===== config.mk =====
export PLATFORM = sky130hd
export DESIGN_NAME = pn2d_ram
export DESIGN_NICKNAME = d
export VERILOG_FILES = /design/src/hdl/perlin_noise_2d_assert.svh /design/src/hdl/pn2d_ram.sv
export SDC_FILE = /design/constraint.sdc
export NUM_CORES = 2
export LEC_CHECK = 0
export BUFFER_PORTS_ARGS = -buffer_cell sky130_fd_sc_hd__buf_2
export CAP_MARGIN = 20
export CORE_UTILIZATION = 37
export CTS_BUF_LIST = sky130_fd_sc_hd__clkbuf_8
export DETAILED_ROUTE_END_ITERATION = 10
export GPL_ROUTABILITY_DRIVEN = 1
export RECOVER_POWER = 100
export SKIP_LAST_GASP = 1
export SYNTH_ARGS = -nofsm -noshare
export SYNTH_HDL_FRONTEND = slang
export SYNTH_SLANG_ARGS = --single-unit

===== constraint.sdc =====
create_clock -name clk -period 6.45 [get_ports clk]
set_clock_uncertainty 0.2 [all_clocks]
set_input_delay 0.3225 -clock clk [delete_from_list [all_inputs] [get_ports clk]]
set_output_delay 0.3225 -clock clk [all_outputs]
set_load 0.01 [all_outputs]

===== src/hdl/perlin_noise_2d_assert.svh =====
// Assertion macros used by the noise block's top-level RTL file.
`ifndef PERLIN_NOISE_2D_ASSERT_SVH
`define PERLIN_NOISE_2D_ASSERT_SVH

// The consequent must hold in the same cycle as the antecedent.
`define PN2D_ASSERT_SAME(label, clk, rst_n, ante, cons, msg) \
  label: assert property (@(posedge clk) disable iff (!rst_n) (ante) |-> (cons)) \
    else $error(msg);

// The consequent must hold in the cycle after the antecedent.
`define PN2D_ASSERT_NEXT(label, clk, rst_n, ante, cons, msg) \
  label: assert property (@(posedge clk) disable iff (!rst_n) (ante) |=> (cons)) \
    else $error(msg);

`endif


===== src/hdl/pn2d_ram.sv =====
// Generic RAM: one write port, two registered read ports, read-before-write.
module pn2d_ram #(
  parameter int WIDTH = 8,
  parameter int DEPTH = 256
) (
  input  logic                     clk,
  input  logic                     we,
  input  logic [$clog2(DEPTH)-1:0] waddr,
  input  logic [WIDTH-1:0]         wdata,
  input  logic                     re,
  input  logic [$clog2(DEPTH)-1:0] raddr0,
  input  logic [$clog2(DEPTH)-1:0] raddr1,
  output logic [WIDTH-1:0]         rdata0,
  output logic [WIDTH-1:0]         rdata1
);

  logic [WIDTH-1:0] mem_r [DEPTH];
  logic [WIDTH-1:0] rd0_r;
  logic [WIDTH-1:0] rd1_r;

  // A read at the address being written returns the old contents.
  always_ff @(posedge clk) begin
    if (we) begin
      mem_r[waddr] <= wdata;
    end
    if (re) begin
      rd0_r <= mem_r[raddr0];
      rd1_r <= mem_r[raddr1];
    end
  end

  assign rdata0 = rd0_r;
  assign rdata1 = rd1_r;

endmodule


==> reports/results.ini <==
[timing]
relSlewSlack_pct = -249.3
period_share_pct = 77.28
tightest_slew_ns = 5.239
setup_viol = 0
rsz0062_at_grt = false
timing.final.hold_violations = 0
slew_viol_final = 1106
setup_tns_ns = 0
fmax_ghz = 0.2006
period_minus_slack_ns = 4.984

[cts]
clock-sinks = 2064
cts.clk_slew.worst_paths_ns = 0.06
tritoncts = done
cts_buffer_depth = 4
cts-root-buf = clkbuf_8
numCtsBuffers = 361
cts-htree-levels = 5
clk_latency_ns = 1.11
cts_post_setup_buffers_inserted = 0

[yosys]
synth_top_area_share_pct = 63.81
synth_top_cell_by_area = edfxtp_1
synth_area_um2 = 97130
synth-main-ff-cell = edfxtp_1
synthesis.nets = 4882
yosys_warnings = 0
synth-seq-cells = 2064
netlist_instances = 4847
synthTopCellsByArea = edfxtp_1 (64%), mux4_2 (24%), mux2i_1 (2.4%), nor2_1 (1.2%), o221ai_1 (0.59%)
synth_async_sr_flop_share_pct = 0
yosysSeqAreaShare_pct = 63.81
avgSynthCellArea_um2 = 20.04
synth_edf_count = 2064
ys_types = 64

[placed_design]
dp_hpwl_um = 202700
gp_congestion = 0.8989
place_inst = 8192
port_buffers = 50

[routing]
vias = 55864
drtPass1Iterations = 7
routed_wl_um = 317900
drc = 0
detail-route-antenna-nets = 0
drt_iter0_drc = 8048
routed_via_density = 6.300
wl_per_cell_um = 35.85

[floorplanning]
dieWidth_um = 514.4
rows = 187
die_area_um2 = 264600
die_h_um = 514.4
io_pins = 51
fp.coreArea_um2 = 260400
start_util_pct = 37.30

[setup_path]
slowest_stage = clkbuf_2
cp_slowest_stage_delay_ns = 1.36
startpoint_type = input pin
crit_required_ns = 7.01
r2r_slack_ns = 3.00
worstPathMaxFanout = 34
crit_chain = clkbuf_2, buf_12, clkbuf_1, mux2_2, a221oi_1, o211ai_1, a22oi_1, a32o_1, a221oi_2
cp-end-kind = flip-flop
path_class = in -> reg
crit_arrival_ns = 5.54

[grt]
antenna_found_initial = 18
grt_max_degree = 206
grt-ovfl-total = 0
grt_pass1_vias = 56355
track_usage_pct = 23.91
grt_pass1_wl_um = 443500

[power]
netSwitchingFraction_pct = 25.13
p_int_mw = 21.32
p_leak_nw = 33.13
pwr-share-clk_pct = 38.9
p_seq_share_pct = 52.3
ir_drop_mv = 0.1688
p_sw_mw = 7.154
p_comb_share_pct = 8.9
powerDensity_nw_per_um2 = 265.1
power_mw = 28.47

[cells_and_area]
mostFrequentLayoutCells = edfxtp_1 (2064), mux4_2 (1051), clkbuf_8 (372)
stdcell_count = 8868
layout_commonest_cell = edfxtp_1
drive_gt1_share_pct = 31.55
nets = 5132
area_growth_pct = 10.57
finalCoreUtilization_pct = 41.24

[worst_hold_path]
hp-class = in -> reg

[run_status]
violations = capacitance limit, slew limit
status = finished, violations left

[run]
drv_cap = 29

metrics by stage:
step | setup WS [ns] | hold WS (ns) | cell area, µm²
after detailed placement | 1.578 | 0.6858 | 101200
after floorplan | 3.750 | 0.2214 | 97130
after global placement | 1.380 | 0.6683 | 100800
final | 1.466 | 0.1695 | 107400
after global routing | 1.317 | 0.1248 | 107400
after CTS | 2.713 | 0.05684 | 107800
power groups by stage:
| stage | logic (mW) | clock network, mW | registers, mW |
|---|---|---|---|
| after floorplan | 1.46 | 0 | 15.1 |
| after global placement | 2.46 | 0 | 15.1 |
| after detailed placement | 2.48 | 0 | 15.1 |
| after CTS | 2.50 | 11.2 | 14.9 |
| after global routing | 2.59 | 11.7 | 14.9 |
| final | 2.52 | 11.1 | 14.9 |
flip-flops by register name, summed over array words and instances (netlist names):
signal	cells
rdata0	8
rdata1	8
mem_r	2048
logic make-up after synthesis:
family	after synthesis	share of synthesized area (%)
compound gates	466	3.533
buf+inv	401	2.726
flops	2064	63.81
mux	1325	27.24
simple gates	591	2.691
worst paths after layout:
check	startpoint	end	cells past startpoint
worst min register to register	mem_r[176][5]	rdata1[5]	5
worst max-delay path	raddr1[0]	rdata1[2]	9
worst min-delay path	raddr1[5]	rdata1[6]	5
worst max register to register	mem_r[241][2]	rdata0[2]	7
cell usage after synthesis, drive strengths merged (9+ instances only):
master	n
a221o	10
o22ai	48
mux2	38
edfxtp	2064
a22o	22
a2bb2oi	9
and2	12
o21ai	37
clkbuf	137
a211oi	28
a221oi	37
mux2i	236
o31ai	11
o221ai	67
a21oi	79
mux4	1051
nor2b	27
nor3	21
nand2b	11
o211ai	13
buf	258
a22oi	62
nand3	52
nand2	114
nor2	299
nand4	13
worst max-delay path: cells and delay by family:
kind,cells,cell delay (ns)
muxes,1,0.44
buffers and inverters,3,3.01
AOI/OAI and AO/OA,5,1.59
layer usage:
layer / vias to the layer above / wire [µm] / track usage, %
met3: 679 / 33960 / 5.632
met2: 3596 / 146500 / 36.66
met1: 29962 / 122000 / 32.44
met4: 8 / 15370 / 10.58
met5: - / 34 / 0
li1: 21619 / - / -
timing repair:
action	4_1_cts	5_1_grt
hold endpoints to repair	1065	0
resized for setup	0	0
hold buffers	21	0
area by class of cell:
class	instances	area (µm²)
multi-input cells	2382	32520
fillers	22980	153000
repair buffers	282	2137
flip-flops and latches	2064	61980
inverters	6	26.28
well taps	3496	4374
clock inverters	265	1296
diodes	6	15.01
clock buffers	367	5051
Power figures use the tool's default switching activity.
